$ cat src/rtl/core/assert_macros.svh
// Assertion helpers shared by the RTL
`ifndef ASSERT_MACROS_SVH
`define ASSERT_MACROS_SVH

// Checked on every rising edge outside reset
`define ASSERT_CLK(label, clk, rst_n, prop, msg) \
	label: assert property (@(posedge clk) disable iff (!rst_n) prop) else $error(msg);

// Checked on every rising edge, reset included
`define ASSERT_ANY(label, clk, prop, msg) \
	label: assert property (@(posedge clk) prop) else $error(msg);

`endif

$ cat src/rtl/core/bbw_pkg.sv
package bbw_pkg;

	// window geometry and line store size
	localparam int Box      = 4;
	localparam int MaxWidth = 1024;
	localparam int MaxHeight = 4096;
	localparam int Lines    = Box - 1;
	localparam int IdxW     = $clog2(Box);

	localparam int PixW = 16;
	localparam int ColW = 10;
	localparam int RowW = 12;
	localparam int AddrW = $clog2(MaxWidth);
	// suffix sum over up to Box rows
	localparam int SufW = PixW + $clog2(Box);
	localparam int SumW = 20;
	localparam int WSumW = 21;
	localparam logic [WSumW-1:0] WeightOne = WSumW'(1 << 20);

	typedef logic [SufW-1:0] suf_t;
	// one window column: suffix sums indexed by starting row
	typedef suf_t [Box-1:0] suf_col_t;
	// whole window indexed by column
	typedef suf_col_t [Box-1:0] win_t;

	// one column word of the line store
	typedef struct packed {
		logic [Lines-1:0][PixW-1:0] wgt;
		logic [Lines-1:0][PixW-1:0] pix;
	} line_word_t;

	// description of the results one item causes
	typedef struct packed {
		logic [ColW-1:0] x0;
		logic [RowW-1:0] y0;
		logic            wide;
		logic            tall;
		logic            frame_end;
	} burst_t;

	// burst engine status toward the input side
	typedef struct packed {
		logic busy;
		logic free;
	} burst_stat_t;

endpackage

$ cat src/rtl/core/bbw_window.sv
module bbw_window
	import bbw_pkg::*;
(
	input  logic                       clk,
	input  logic                       arst_n,
	input  logic                       load,
	input  logic [Box-1:0][PixW-1:0]   pix_col,
	input  logic [Box-1:0][PixW-1:0]   wgt_col,
	output win_t                       pix_win,
	output win_t                       wgt_win
);

	win_t     pix_q, wgt_q;
	suf_col_t pix_suf, wgt_suf;

	// suffix sums of the new column, bottom row up
	always_comb begin
		pix_suf[Box-1] = SufW'(pix_col[Box-1]);
		wgt_suf[Box-1] = SufW'(wgt_col[Box-1]);
		for (int i = Box - 2; i >= 0; i--) begin
			pix_suf[i] = pix_suf[i+1] + SufW'(pix_col[i]);
			wgt_suf[i] = wgt_suf[i+1] + SufW'(wgt_col[i]);
		end
	end

	// shift window left, new column enters on the right
	always_ff @(posedge clk or negedge arst_n) begin
		if (!arst_n) begin
			pix_q <= '0;
			wgt_q <= '0;
		end else if (load) begin
			for (int j = 0; j < Box - 1; j++) begin
				pix_q[j] <= pix_q[j+1];
				wgt_q[j] <= wgt_q[j+1];
			end
			pix_q[Box-1] <= pix_suf;
			wgt_q[Box-1] <= wgt_suf;
		end
	end

	assign pix_win = pix_q;
	assign wgt_win = wgt_q;

endmodule

$ cat config.mk
export PLATFORM = sky130hd
export DESIGN_NAME = bbw_window
export DESIGN_NICKNAME = d
export VERILOG_FILES = /design/src/rtl/core/assert_macros.svh /design/src/rtl/core/bbw_pkg.sv /design/src/rtl/core/bbw_window.sv
export SDC_FILE = /design/constraint.sdc
export NUM_CORES = 1
export LEC_CHECK = 0
export ABC_CLOCK_PERIOD_IN_PS = 850
export BUFFER_PORTS_ARGS = -buffer_cell sky130_fd_sc_hd__buf_2
export CORE_AREA = 3 3 271 273
export CTS_CLUSTER_DIAMETER = 120
export DETAILED_ROUTE_END_ITERATION = 8
export DIE_AREA = 0 0 274 276
export HOLD_SLACK_MARGIN = 0.03
export PLACE_DENSITY = 0.63
export SYNTH_ARGS = -nofsm -noshare
export SYNTH_HDL_FRONTEND = slang
export SYNTH_SLANG_ARGS = --single-unit
$ cat constraint.sdc
create_clock -name clk -period 0.85 [get_ports clk]
set_input_delay 0.0425 -clock clk [delete_from_list [all_inputs] [get_ports clk]]
set_output_delay 0.0425 -clock clk [all_outputs]
set_load 0.005 [all_outputs]
==> flow_summary.yaml <==
setup_path:
  r2r-start: "pix_win[162]$_DFFE_PN0P_"
  crit_path_max_incr_delay_ps: 400
  arrival_ps: 4310
  crit_path_start: "wgt_col[48]"
  crit_required_ps: 1350
  startpoint_type: "input pin"
  crit_slowest_cell: "or3_4"
  path_class: "input pin to flip-flop"
  r2r-end: "pix_win[162]$_DFFE_PN0P_"
  reg2reg_slack_ps: -210
  path_max_fanout: 4
  reg2reg_depth: 3
  crit_path_end_kind: "flip-flop"
sta:
  slew_violations: 0
  fin_crit_sh_pct: 448
  fin_skew_ps: 16.9
  setup_viol: 761
  fin_tns_setup_ps: -339240
  whs_ps: -184
  hold_viol_final: 8
  fin_crit_ps: 3810
  setup_ws_ps: -2960
  fmax_ghz: 0.263
  grt_setup_unrepaired: "yes"
yosys:
  synthTopCellsByCount: "dfrtp_1, mux2_2, ha_1"
  synth_top_area_share_pct: 55.3
  syn_area_um2: 25000
  synth_most_common_cell: "dfrtp_1"
  ys_async_sr_fraction_pct: 100
  synth_top_area_cell: "dfrtp_1"
  synthFlopType: "dfrtp_1"
  yosys_warnings: 0
  synth_edf_count: 0
  ys_seq_area_share_pct: 55.3
  netlist-cell-type-count: 67
  synth-seq-cells: 552
  ys_top_cells_by_area: "dfrtp_1, mux2_2, ha_1"
  syn_inst: 1839
  syn_area_per_cell_um2: 13.6
clock_tree:
  ctsRootBufferMaster: "clkbuf_16"
  clock_path_buffers: 3
  cts_tree: "done"
  cts_max_level: 2
  numClockSinks: 552
  insertion_delay_ps: 610
  clk_pin_slew_ps: 60
  numCtsBuffers: 59
global_routing:
  grt_pass1_wl_mm: 133
  gr-total-overflow: 0
  grt_max_degree: 55
  antenna_found_initial: 28
  grtUsageTotal_pct: 22.6
  grt_pass1_vias: 21400
pwr:
  irDropWorstVdd_mv: 2.36
  power_density_nw_per_um2: 3210
  leakage_uw: 0.0200
  power_frac_clock_pct: 19.2
  switching_share_pct: 33.4
  power.switching_uw: 44000
  internal_power_uw: 87800
  seqPwrFrac_pct: 33.8
  p_comb_share_pct: 47.0
final_layout:
  fill_cells: 5611
  syn2layout_area_growth_pct: 64.7
  nNetsFinal: 3333
  layout-drive-gt1-share_pct: 70.2
  stdcell_area_um2: 41100
  instances_no_fill: 4108
drt:
  vias: 20300
  wirelength_mm: 90.8
  final_antenna_net_count: 0
  avgViaCountPerCell: 4.95
  wl_per_cell_um: 22.1
  dr.pass1.iters: 4
  drt_first_iter_violations: 942
  remaining_drc_errors: 0
placement:
  gp_routability_congestion: 0.911
  dp.cells: 3782
  pre_cts_slack_ps: -3800
  dpl_cell_area_um2: 34400
  post-dp-hpwl_mm: 65.3
  io_buffers: 682
run:
  maxCapViolCount: 0
floorplanning:
  rows: 98
  die-width_um: 274
  dieArea_um2: 75600
  core_area_um2: 71400
  pin_count: 707
  initial_core_util_pct: 35.0
  die_h_um: 276
run_status:
  outcome: "finished, violations left"
  violations: "negative hold slack, negative setup slack"
worst_hold_path:
  hold_class: "input pin to flip-flop"
  hold_path_depth: 3
  hold_end: "wgt_win[216]$_DFFE_PN0P_"
  min_from: "wgt_col[0]"
[registers in the layout, summed over array words and instances (netlist names)]
register and count:
pix_win 276, wgt_win 276
[per-stage QoR]
step	utilization [%]	power, uW
after floorplan	-	67000
after global placement	48.2	90100
after detailed placement	48.2	91400
after CTS	55.4	127000
after global routing	57.6	138000
final	57.6	132000
[cell families (layout without fill, tap and decap cells)]
family	after synthesis	count (layout)	share of synthesized area (%)
xor gates and xnor gates	67	67	2.41
and+or+nand+nor	220	220	4.29
DFF	552	552	55.3
other	1	39	0.0150
buffers and inverters	130	1411	2.32
adders and majority gates	106	106	5.49
AOI/OAI and AO/OA	236	236	6.34
muxes	527	527	23.8
[routing by layer]
metal  wire length (um)  GRT usage, %
met1              34500          25.8
met2              48000          42.0
met3               5320          4.93
met4               2770          6.14
met5                135             0
[how the worst max path moves through the flow]
stage,endpoint
4_1_cts,pix_win[233]$_DFFE_PN0P_
5_1_grt,wgt_win[231]$_DFFE_PN0P_
3_5_place_dp,wgt_win[232]$_DFFE_PN0P_
2_1_floorplan,wgt_win[232]$_DFFE_PN0P_
3_3_place_gp,wgt_win[232]$_DFFE_PN0P_
6_report,wgt_win[231]$_DFFE_PN0P_
[cells in the final DEF, fill, tap and decap left out, types with 19 or more instances in the layout]
| master | instances |
|---|---|
| dfrtp_1 | 536 |
| mux2_2 | 120 |
| conb_1 | 24 |
| clkbuf_16 | 60 |
| ha_1 | 42 |
| buf_4 | 387 |
| nor2_1 | 43 |
| dlygate4sd3_1 | 36 |
| ha_4 | 57 |
| buf_2 | 628 |
| buf_6 | 172 |
| buf_12 | 35 |
| mux2_4 | 407 |
| xnor2_2 | 22 |
| nand2_1 | 27 |
| inv_1 | 29 |
| a21oi_2 | 33 |
| a21o_1 | 19 |
[area by class of cell]
class,instances,area [um^2],area share (%)
clock inverters,29,238,0.579
repair buffers,1263,9110,22.2
diodes,15,37.5,0.0913
well taps,950,1190,2.89
flip-flops and latches,552,13800,33.7
inverters,40,155,0.378
multi-input cells,1180,14900,36.2
clock buffers,79,1660,4.05
[power groups by stage]
stage	registers (uW)	logic (uW)	clock network [uW]
floorplan	43100	23900	0
global placement	44500	45600	0
detailed placement	44900	46400	0
CTS	44500	56400	25900
global route	45600	65700	27000
finish	44600	61900	25300
[worst max-delay path: cells and delay by family]
family / cells / cell delay [ps]
simple gates: 4 / 650
fa+ha+maj: 4 / 830
compound gates: 7 / 1300
buf+inv: 8 / 890
xor+xnor: 3 / 310
mux: 1 / 250
[timing repair]
item	CTS	global route
endpoints found under the setup margin	662	814
hold buffers	37	1
cloned	0	0
setup buffers	111	90
hold endpoints to repair	619	11
gates resized for setup	409	208
pin swaps	169	125
Note: power is estimated with default switching activity, not from simulation.
