$ cat src/rtl/core/assert_macros.svh
// Assertion helpers shared by the RTL
`ifndef ASSERT_MACROS_SVH
`define ASSERT_MACROS_SVH

// Checked on every rising edge outside reset
`define ASSERT_CLK(label, clk, rst_n, prop, msg) \
	label: assert property (@(posedge clk) disable iff (!rst_n) prop) else $error(msg);

// Checked on every rising edge, reset included
`define ASSERT_ANY(label, clk, prop, msg) \
	label: assert property (@(posedge clk) prop) else $error(msg);

`endif

$ cat src/rtl/core/bbw_pkg.sv
package bbw_pkg;

	// window geometry and line store size
	localparam int Box      = 4;
	localparam int MaxWidth = 1024;
	localparam int MaxHeight = 4096;
	localparam int Lines    = Box - 1;
	localparam int IdxW     = $clog2(Box);

	localparam int PixW = 16;
	localparam int ColW = 10;
	localparam int RowW = 12;
	localparam int AddrW = $clog2(MaxWidth);
	// suffix sum over up to Box rows
	localparam int SufW = PixW + $clog2(Box);
	localparam int SumW = 20;
	localparam int WSumW = 21;
	localparam logic [WSumW-1:0] WeightOne = WSumW'(1 << 20);

	typedef logic [SufW-1:0] suf_t;
	// one window column: suffix sums indexed by starting row
	typedef suf_t [Box-1:0] suf_col_t;
	// whole window indexed by column
	typedef suf_col_t [Box-1:0] win_t;

	// one column word of the line store
	typedef struct packed {
		logic [Lines-1:0][PixW-1:0] wgt;
		logic [Lines-1:0][PixW-1:0] pix;
	} line_word_t;

	// description of the results one item causes
	typedef struct packed {
		logic [ColW-1:0] x0;
		logic [RowW-1:0] y0;
		logic            wide;
		logic            tall;
		logic            frame_end;
	} burst_t;

	// burst engine status toward the input side
	typedef struct packed {
		logic busy;
		logic free;
	} burst_stat_t;

endpackage

$ cat src/rtl/core/bbw_burst.sv
module bbw_burst
	import bbw_pkg::*;
(
	input  logic        clk,
	input  logic        arst_n,
	input  logic        start,
	input  burst_t      desc,
	input  win_t        pix_win,
	input  win_t        wgt_win,
	input  logic        use_weights,
	output burst_stat_t stat,
	output logic        m_tvalid,
	input  logic        m_tready,
	output logic [63:0] m_tdata,
	output logic        m_tlast,
	output logic [0:0]  m_tuser
);

	logic            busy_q;
	burst_t          desc_q;
	logic [IdxW-1:0] dy_q, dx_q;
	logic [IdxW-1:0] dx_max, dy_max;
	logic            emit, last;
	logic [SumW-1:0] psum;
	logic [WSumW-1:0] wsum, wsum_raw;
	logic            valid_q, last_q, done_q;
	logic [63:0]     data_q;

	assign dx_max = desc_q.wide ? IdxW'(Box - 1) : '0;
	assign dy_max = desc_q.tall ? IdxW'(Box - 1) : '0;
	assign last   = (dx_q == dx_max) && (dy_q == dy_max);
	assign emit   = busy_q && (!valid_q || m_tready);

	assign stat.busy = busy_q;
	assign stat.free = !busy_q || (emit && last);

	// window sum from column dx rightward, rows dy and below
	always_comb begin
		psum     = '0;
		wsum_raw = '0;
		for (int j = 0; j < Box; j++) begin
			if (IdxW'(j) >= dx_q) begin
				psum     = psum + SumW'(pix_win[j][dy_q]);
				wsum_raw = wsum_raw + WSumW'(wgt_win[j][dy_q]);
			end
		end
		wsum = use_weights ? wsum_raw : WeightOne;
	end

	// position walk through the burst in raster order
	always_ff @(posedge clk or negedge arst_n) begin
		if (!arst_n) begin
			busy_q <= 1'b0;
			dx_q   <= '0;
			dy_q   <= '0;
			desc_q <= '0;
		end else begin
			if (emit) begin
				if (last) begin
					busy_q <= 1'b0;
				end else if (dx_q == dx_max) begin
					dx_q <= '0;
					dy_q <= dy_q + 1'b1;
				end else begin
					dx_q <= dx_q + 1'b1;
				end
			end
			if (start) begin
				busy_q <= 1'b1;
				desc_q <= desc;
				dx_q   <= '0;
				dy_q   <= '0;
			end
		end
	end

	// output register
	always_ff @(posedge clk or negedge arst_n) begin
		if (!arst_n) begin
			valid_q <= 1'b0;
		end else if (emit) begin
			valid_q <= 1'b1;
		end else if (m_tready) begin
			valid_q <= 1'b0;
		end
	end

	always_ff @(posedge clk) begin
		if (emit) begin
			data_q <= {1'b0, wsum, psum,
				desc_q.y0 + RowW'(dy_q), desc_q.x0 + ColW'(dx_q)};
			last_q <= last;
			done_q <= last && desc_q.frame_end;
		end
	end

	assign m_tvalid = valid_q;
	assign m_tdata  = data_q;
	assign m_tlast  = last_q;
	assign m_tuser  = done_q;

endmodule

$ cat config.mk
export PLATFORM = sky130hd
export DESIGN_NAME = bbw_burst
export DESIGN_NICKNAME = d
export VERILOG_FILES = /design/src/rtl/core/assert_macros.svh /design/src/rtl/core/bbw_pkg.sv /design/src/rtl/core/bbw_burst.sv
export SDC_FILE = /design/constraint.sdc
export NUM_CORES = 1
export LEC_CHECK = 0
export BUFFER_PORTS_ARGS = -buffer_cell sky130_fd_sc_hd__buf_4
export CAP_MARGIN = 5
export CORE_AREA = 2 2 264 266
export DETAILED_ROUTE_END_ITERATION = 10
export DIE_AREA = 0 0 266 268
export GPL_TIMING_DRIVEN = 0
export PLACE_DENSITY = 0.43
export SLEW_MARGIN = 0
export SYNTH_ARGS = -nofsm -noshare
export SYNTH_HDL_FRONTEND = slang
export SYNTH_SLANG_ARGS = --single-unit
$ cat constraint.sdc
create_clock -name clk -period 19.25 [get_ports clk]
set_clock_uncertainty 0.15 [all_clocks]
set_input_delay 5.775 -clock clk [delete_from_list [all_inputs] [get_ports clk]]
set_output_delay 5.775 -clock clk [all_outputs]
set_load 0.005 [all_outputs]
==> key figures, run 1 <==
Global routing
  • Number of global-route vias before repair: 13800
  • Pin count of the biggest net entering global routing: 37
  • Initial antenna violation count: 12
  • Global-route wire length before repair: 94.6 mm
  • Gr usage total: 18.5%
  • Overflow after GRT: 0

Final layout
  • Number of antenna diodes: 0
  • Share of cells above drive strength 1: 47.9%
  • Most frequent cells in the layout: 676 x buf_4, 144 x mux4_2, 120 x ha_1
  • Filler cell count: 7229
  • Most common cell after layout, fill and taps aside: buf_4
  • Fin cells: 2812
  • Final net count: 2659
  • Synth-to-layout area growth: 49.6%

Detailed routing
  • Post-Route WL: 68.4 mm
  • # DRC: 0
  • Vias per cell: 4.71
  • Via count: 13200
  • Final ANT Viol Nets: 0
  • 1st-iter DRT viols: 610
  • Pre-antenna DRT Iters: 5
  • WL/cell: 24.3 µm

Place
  • Port bufs: 672
  • Routability Congestion: 0.906
  • HPWL after DPL: 59.6 mm
  • Placed Cells: 2796

Synthesis
  • Main synth FF type: edfxtp_1
  • Area leader, netlist: mux4_2
  • Synthesized area: 13000 µm²
  • EDFF count, synth: 65
  • Dominant cells by area after synthesis: mux4_2 25%, edfxtp_1 15%, ha_1 12%, dfrtp_1 6.0%, xnor2_1 4.7%
  • Register area share after synthesis: 20.9%
  • Synth Area in Compound Gates: 14.2%
  • Post-Synthesis Cells: 1240
  • Mux cell area share after synthesis: 28.8%
  • Number of synthesized register bits: 96
  • Main combinational cell family by area after synthesis: multiplexers
  • Unique masters post-synth: 83
  • Warnings from Yosys: 0
  • Synth top area share: 24.9%
  • Syn nets: 1974
  • Post-synth ARST share: 32.3%
  • Post-Synth Adder-Cell Area: 12.8%
  • Synth Area in XOR/XNOR: 7.19%
  • Syn Area/Cell: 10.5 µm²
  • Simple-gate share of the synthesized area: 12.9%

Floorplan
  • Initial Utilization: 19.1%
  • Chip width: 266 µm
  • Vert. Die Dim: 268 µm
  • # rows: 96
  • Io pins: 675
  • Core outline area: 68200 µm²
  • Die footprint: 71300 µm²

Status
  • Outcome: finished, final reports clean

Setup path
  • Worst path required time: 19.26 ns
  • Critical-path top delay cell: mux4_2
  • Worst setup SP type: input pin
  • Slowest stage delay, CP: 0.49 ns
  • Critical path peak fanout: 4
  • Crit. End Element: flip-flop
  • Crit path DAT: 12.42 ns
  • WS Path Type: input pin to flip-flop
  • CP dominant cell by count: ha_1

CTS
  • CTS buffer count: 9
  • Post-CTS Hold Fix Bufs: 0
  • Clk Tree Root Cell: clkbuf_16
  • H-tree depth: 3
  • Clock transition at path regs: 0.10 ns
  • Clk sinks: 96
  • Clock Path Buffers: 2
  • PostCTS Resize Cnt: 0
  • Clock Latency Late Sink: 0.39 ns
  • CTS tree: done
  • Setup repair bufs after CTS: 0

Timing
  • FMAX: 80.6 MHz
  • Slew at the pin closest to its max-slew limit: 1.21 ns
  • Hold_ws: 0.357 ns
  • Post-route setup TNS: 0 ns
  • RSZ-0062 raised after global routing: no
  • Final Setup Violations: 0
  • Post-layout minimum cycle time: 12.41 ns
  • Final Slew Violations: 0
  • Fin crit share: 64.5%
  • Slew headroom: 19.3%
  • Final Hold Viols: 0

Worst hold path
  • Worst Hold Class: flip-flop to flip-flop

Power and ir drop
  • P_leak: 8.38 nW
  • P per Cell Area: 157 nW/µm²
  • Pwr Total: 3.06 mW
  • Max rail drop VDD: 0.0857 mV

Job
  • Max_cap viols: 0
[cell usage after synthesis (all sizes together) (6+ instances only)]
| cell | count |
|---|---|
| buf | 26 |
| or3 | 8 |
| clkbuf | 29 |
| dfrtp | 31 |
| nor2 | 89 |
| and2 | 49 |
| a21oi | 82 |
| mux2 | 40 |
| o21a | 10 |
| o21bai | 16 |
| a21o | 33 |
| inv | 42 |
| mux4 | 144 |
| fa | 8 |
| nand3 | 24 |
| nand2 | 83 |
| and3 | 15 |
| nor3 | 21 |
| ha | 120 |
| nor2b | 9 |
| o21ai | 70 |
| xnor2 | 70 |
| a211oi | 7 |
| a31oi | 16 |
| xor2 | 37 |
| mux2i | 6 |
| o211ai | 6 |
| nand2b | 16 |
| edfxtp | 65 |
[layout make-up]
cell class | count | area [µm²] | area share [%]
multi-input cells | 1047 | 9890 | 50.8
repair buffers | 674 | 5070 | 26.0
flip-flops and latches | 96 | 2730 | 14.0
well taps | 882 | 1100 | 5.66
plain buffers | 55 | 254 | 1.30
clock buffers | 11 | 233 | 1.19
inverters | 42 | 160 | 0.822
clock inverters | 5 | 42.5 | 0.218
[logic make-up after synthesis]
| family | after synthesis |
|---|---|
| AOI/OAI and AO/OA | 282 |
| DFF | 96 |
| other | 1 |
| xor gates and xnor gates | 107 |
| muxes | 190 |
| buffers and inverters | 97 |
| adders and majority gates | 128 |
| and+or+nand+nor | 339 |
[sequential cells by signal (all words and copies together) (netlist names)]
name      flops
m_tdata      63
desc_q       25
dx_q          2
dy_q          2
busy_q        1
m_tlast       1
m_tuser       1
m_tvalid      1
[power by group]
part	total [mW]	internal (mW)	switching (mW)	leakage (nW)
Combinational	2.48	1.14	1.34	7.23
Clock	0.196	0.0898	0.106	0.132
Sequential	0.384	0.361	0.0235	1.01
[routing by layer]
| layer | track usage [%] | vias to the layer above | wire length, µm |
|---|---|---|---|
| met1 | 23.8 | 6506 | 29800 |
| met3 | 3.29 | 36 | 3840 |
| met2 | 32.8 | 511 | 34000 |
| li1 | - | 6173 | - |
| met5 | 0 | - | 51 |
| met4 | 3.25 | 8 | 662 |
[worst max-delay path: cells and delay by family]
| kind | cells | cell delay, ns |
|---|---|---|
| compound gates | 10 | 2.73 |
| simple gates | 6 | 1.40 |
| fa+ha+maj | 4 | 1.33 |
| mux | 2 | 0.78 |
| xor+xnor | 2 | 0.28 |
| buf+inv | 1 | 0.10 |
[final timing paths]
check	from	endpoint	slack [ns]	depth (start not counted)
worst max-delay path	wgt_win[54]	m_tdata[60]$_SDFFCE_PN0P_	6.84	25
worst max register to register	dy_q[0]$_DFFE_PN0P_	m_tdata[60]$_SDFFCE_PN0P_	9.52	27
worst min-delay path	desc_q[0]$_DFFE_PN0P_	desc_q[0]$_DFFE_PN0P_	0.36	1
worst min register to register	desc_q[0]$_DFFE_PN0P_	desc_q[0]$_DFFE_PN0P_	0.36	1
max in group asynchronous	arst_n	desc_q[6]$_DFFE_PN0P_	13.42	1
min in group asynchronous	arst_n	desc_q[18]$_DFFE_PN0P_	5.18	1
[stage by stage]
| stage | instance area, µm² | worst slack [ns] | utilization, % |
|---|---|---|---|
| floorplan | 13000 | 7.27 | - |
| finish | 19500 | 6.84 | 28.6 |
| global placement | 19200 | 6.43 | 28.1 |
| detailed placement | 19200 | 6.46 | 28.2 |
| global route | 19500 | 6.39 | 28.6 |
| CTS | 19500 | 6.85 | 28.6 |
Power figures use the tool's default switching activity.
==> run 2: changes to the inputs <==
ABC_AREA = 1   (was not set)
PLACE_DENSITY = 0.47   (was 0.43)
clock period = 10.15 ns   (was 19.25 ns; I/O delays follow)
==> key figures, run 2 <==
Setup path
  • Crit. End Element: flip-flop
  • CP dominant cell by count: nand2_1
  • CP Buf/Inv Count: 3
  • WS Path Type: input pin to flip-flop
  • Critical path peak fanout: 5
  • Slowest stage delay, CP: 0.53 ns
  • Worst path required time: 10.12 ns
  • Worst setup SP type: input pin
  • Crit path DAT: 8.98 ns
  • Critical-path top delay cell: o21ai_0
  • Largest delay share family, worst path: compound AO/OA/AOI/OAI gates

Detailed routing
  • # DRC: 0
  • Pre-antenna DRT Iters: 6
  • Post-Route WL: 92.5 mm
  • Vias per cell: 4.93
  • Via count: 19700
  • Final ANT Viol Nets: 0
  • WL/cell: 23.1 µm
  • 1st-iter DRT viols: 1400

Synthesis
  • EDFF count, synth: 65
  • Dominant cells by area after synthesis: edfxtp_1 13%, o21ai_0 12%, nand2_1 11%, nor2_1 11%, ha_1 10%
  • Register area share after synthesis: 18.5%
  • Post-synth top cells: 443 x nand2_1, 442 x nor2_1, 362 x o21ai_0
  • Syn Area/Cell: 6.07 µm²
  • Warnings from Yosys: 0
  • Area leader, netlist: edfxtp_1
  • Count leader, synth: nand2_1
  • Synthesized area: 14700 µm²
  • Syn nets: 3162
  • Post-Synthesis Cells: 2428
  • Number of synthesized register bits: 96
  • Unique masters post-synth: 52
  • Synth top area share: 13.2%
  • Main synth FF type: edfxtp_1
  • Post-synth ARST share: 32.3%

Final layout
  • Post-route cell area: 21200 µm²
  • Max FFs per register: 63
  • Share of cells above drive strength 1: 25.0%
  • Most common cell after layout, fill and taps aside: buf_4
  • Final net count: 3846
  • Synth-to-layout area growth: 44.1%
  • Most frequent cells in the layout: 685 x buf_4, 443 x nand2_1, 442 x nor2_1

CTS
  • Clock transition at path regs: 0.08 ns
  • PostCTS Resize Cnt: 0
  • Post-CTS Hold Fix Bufs: 0
  • Clk Tree Root Cell: clkbuf_16
  • Clock Latency Late Sink: 0.37 ns
  • Setup repair bufs after CTS: 0
  • Clock Path Buffers: 2
  • H-tree depth: 3
  • CTS tree: done
  • CTS buffer count: 9
  • Clk sinks: 96

Floorplan
  • Die footprint: 71300 µm²
  • Vert. Die Dim: 268 µm
  • Initial Utilization: 21.6%
  • # rows: 96
  • Core outline area: 68200 µm²
  • Chip width: 266 µm
  • Io pins: 675

Worst hold path
  • Worst Hold Class: flip-flop to flip-flop

Timing
  • RSZ-0062 raised after global routing: no
  • Fin crit share: 88.8%
  • Final Slew Violations: 0
  • Slew at the pin closest to its max-slew limit: 1.12 ns
  • Slew headroom: 25.3%
  • Final Worst Setup Slack: 1.14 ns
  • FMAX: 111 MHz
  • Post-layout minimum cycle time: 9.01 ns
  • Post-route setup TNS: 0 ns
  • Final Hold Viols: 0
  • Final Setup Violations: 0

Status
  • Outcome: finished, final reports clean

Place
  • DP Area: 20900 µm²
  • Port bufs: 672
  • Setup WS pre-CTS: 0.959 ns
  • HPWL after DPL: 79.7 mm
  • Routability Congestion: 0.949

Global routing
  • Pin count of the biggest net entering global routing: 58
  • Overflow after GRT: 0
  • Global-route wire length before repair: 128 mm
  • Initial antenna violation count: 20
  • Gr usage total: 24.8%
  • Number of global-route vias before repair: 19300

Job
  • Max_cap viols: 0
run 2: cell types whose count changed after synthesis, moves of 32 or more:
cell	previous run	this run
a21oi_1	79	196
and2_1	49	5
clkbuf_1	28	70
inv_1	42	179
mux2_2	39	0
mux4_2	144	0
nand2_1	83	443
nand3_1	24	86
nor2_1	89	442
o21ai_0	66	362
o21ai_1	4	36
o22ai_1	3	114
xnor2_1	70	25
run 2: worst min-delay path, cell delays in order, from the launching register on:
cell and delay [ns]:
dfrtp_1 0.36, nand2_1 0.05, nand2_1 0.05
run 2: metal layers:
metal | share of wire (%) | vias up | GRT usage (%)
li1 | - | 9675 | -
met1 | 42 | 9104 | 30.5
met2 | 46 | 797 | 42.1
met3 | 7.4 | 148 | 5.96
met4 | 3.9 | 12 | 9.25
met5 | 0.082 | - | 0
run 2: cells by family after synthesis:
logic type                 count (synthesis)  synth area share, %
and+or+nand+nor                         1067                 29.9
buffers and inverters                    312                 8.79
AOI/OAI and AO/OA                        757                 27.5
adders and majority gates                128                 11.3
xor gates and xnor gates                  64                 3.80
DFF                                       96                 18.5
other                                      1               0.0255
muxes                                      3                0.204
run 2: worst paths after layout:
kind	start	end	slack, ns	depth (start not counted)
worst min register to register	desc_q[3]$_DFFE_PN0P_	desc_q[3]$_DFFE_PN0P_	0.34	2
min in group asynchronous	arst_n	desc_q[13]$_DFFE_PN0P_	2.46	1
worst max register to register	dy_q[0]$_DFFE_PN0P_	m_tdata[34]$_DFFE_PP_	2.10	30
worst min-delay path	desc_q[3]$_DFFE_PN0P_	desc_q[3]$_DFFE_PN0P_	0.34	2
max in group asynchronous	arst_n	desc_q[16]$_DFFE_PN0P_	7.09	1
worst max-delay path	pix_win[37]	m_tdata[34]$_DFFE_PP_	1.14	27
run 2: area by class of cell:
cell class	count	area (µm²)
Fill cell	7834	47000
Sequential cell	96	2730
Timing Repair Buffer	673	5070
Inverter	188	708
Multi-Input combinational cell	2020	10700
Clock inverter	7	75.1
Tap cell	882	1100
Antenna cell	7	17.5
Clock buffer	9	225
Buffer	124	589
run 2: per-stage QoR:
step | hold slack, ns | std cells | util [%]
global placement | 0.318 | 3982 | 30.6
CTS | 0.348 | 3999 | 31.1
global route | 0.390 | 4001 | 31.1
floorplan | 0.298 | 2428 | -
finish | 0.338 | 4006 | 31.1
detailed placement | 0.328 | 3983 | 30.7
Power of run 2 is left out: the tool's default activity adds up to more than one toggle a clock period on the data nets, which glitch-free logic cannot reach.
==> run 3: changes to the inputs <==
BUFFER_PORTS_ARGS = not set   (was -buffer_cell sky130_fd_sc_hd__buf_4)
DONT_BUFFER_PORTS = 1   (was not set)
PLACE_DENSITY = 0.39   (was 0.47)
==> key figures, run 3 (synthesis gave the netlist of run 2 again) <==
Place
  • Placed Cells: 3311
  • HPWL after DPL: 76.1 mm
  • Routability Congestion: 0.970
  • Port bufs: 0
  • DP Area: 15900 µm²

Global routing
  • Overflow after GRT: 0
  • Global-route wire length before repair: 122 mm
  • Initial antenna violation count: 14
  • Number of global-route vias before repair: 17000
  • Gr usage total: 23.7%
  • Pin count of the biggest net entering global routing: 67

Timing
  • Final Slew Violations: 0
  • Final Hold Viols: 0
  • Post-route setup TNS: 0 ns
  • Slew headroom: 20.8%
  • Hold_ws: 0.334 ns
  • Final Setup Violations: 0
  • Slew at the pin closest to its max-slew limit: 1.19 ns
  • RSZ-0062 raised after global routing: no
  • FMAX: 115 MHz
  • Post-layout minimum cycle time: 8.66 ns
  • Fin crit share: 85.4%

Final layout
  • Synth-to-layout area growth: 9.96%
  • Final net count: 3174
  • Filler cell count: 7833
  • Multi-input logic area: 10700 µm²
  • Most common cell after layout, fill and taps aside: nand2_1
  • Sequential cell area: 2730 µm²
  • Most frequent cells in the layout: 443 x nand2_1, 442 x nor2_1, 362 x o21ai_0
  • Share of cells above drive strength 1: 4.42%
  • Fin cells: 3337
  • Post-route cell area: 16200 µm²
  • Max FFs per register: 63

CTS
  • Post-CTS Hold Fix Bufs: 0
  • Clk Tree Root Cell: clkbuf_16
  • Clock Latency Late Sink: 0.36 ns
  • Clock transition at path regs: 0.07 ns
  • Clock Path Buffers: 2
  • H-tree depth: 3
  • Setup repair bufs after CTS: 0
  • CTS tree: done
  • PostCTS Resize Cnt: 0
  • CTS buffer count: 9
  • Clk sinks: 96

Status
  • Outcome: finished, final reports clean

Setup path
  • Worst path required time: 10.12 ns
  • Critical-path top delay cell: o31ai_1
  • Critical path peak fanout: 6
  • Cells on worst reg2reg path: 33
  • Slowest stage delay, CP: 0.57 ns
  • R2R Path End: m_tdata[61]$_SDFFCE_PN0P_
  • Worst setup SP type: input pin
  • Crit path DAT: 8.63 ns
  • CP Buf/Inv Count: 1
  • Largest delay share family, worst path: simple AND/OR/NAND/NOR gates
  • R2R Path Start: dy_q[0]$_DFFE_PN0P_
  • WP depth: 31
  • R2r setup slk: 2.03 ns
  • Crit. End Element: flip-flop
  • Critical Path Source: wgt_win[0]
  • Setup crit end: m_tdata[61]$_SDFFCE_PN0P_
  • WS Path Type: input pin to flip-flop

Detailed routing
  • 1st-iter DRT viols: 1505
  • Post-Route WL: 89.1 mm
  • Pre-antenna DRT Iters: 7
  • Via count: 17700
  • Final ANT Viol Nets: 0
  • # DRC: 0
  • Vias per cell: 5.31
  • WL/cell: 26.7 µm

Floorplan
  • Initial Utilization: 21.6%
  • Vert. Die Dim: 268 µm
  • Io pins: 675
  • Core outline area: 68200 µm²
  • # rows: 96
  • Die footprint: 71300 µm²
  • Chip width: 266 µm

Job
  • Max_cap viols: 0

Worst hold path
  • Worst Hold Class: flip-flop to flip-flop
  • Hold path depth: 2
run 3: cell count changes in the layout (fill, tap and decap cells not counted), sizes merged:
cell	before	now
clkinvlp	0	1
diode	7	10
clkbuf	80	82
clkinv	5	3
buf	726	54
inv	190	189
run 3: area by class of cell:
cell class,count,area share [%]
clock inverters,5,0.278
clock buffers,11,1.63
flip-flops and latches,96,16.8
plain buffers,124,3.64
repair buffers,1,0.170
diodes,10,0.154
inverters,188,4.37
well taps,882,6.81
multi-input cells,2020,66.1
run 3: worst min-delay path by stage:
| stage | start | end | slack [ns] |
|---|---|---|---|
| finish | desc_q[15]$_DFFE_PN0P_ | desc_q[15]$_DFFE_PN0P_ | 0.33 |
| global route | desc_q[15]$_DFFE_PN0P_ | desc_q[15]$_DFFE_PN0P_ | 0.39 |
| CTS | desc_q[15]$_DFFE_PN0P_ | desc_q[15]$_DFFE_PN0P_ | 0.34 |
| detailed placement | desc_q[15]$_DFFE_PN0P_ | desc_q[15]$_DFFE_PN0P_ | 0.32 |
| global placement | desc_q[15]$_DFFE_PN0P_ | desc_q[15]$_DFFE_PN0P_ | 0.32 |
| floorplan | desc_q[15]$_DFFE_PN0P_ | desc_q[15]$_DFFE_PN0P_ | 0.30 |
run 3: per-layer routing:
metal	global-route usage [%]	share of wire (%)	vias up
li1	-	-	8325
met1	31.1	44	8351
met2	39.7	47	904
met3	3.59	6.5	131
met4	7.80	3.2	4
met5	0	0.029	-
run 3: worst reg2reg max path, delay by kind of cell (launching register included):
kind / cells / cell delay, ns
flops: 1 / 0.56
buf+inv: 5 / 1.73
simple gates: 18 / 1.95
fa+ha+maj: 4 / 1.56
compound gates: 6 / 1.94
run 3: metrics by stage:
step / utilization [%] / worst slack [ns]
2_1_floorplan: - / 2.56
3_3_place_gp: 23.2 / 0.988
3_5_place_dp: 23.3 / 1.00
4_1_cts: 23.7 / 1.38
5_1_grt: 23.7 / 0.837
6_report: 23.7 / 1.49
Power of run 3 is left out for the same reason.
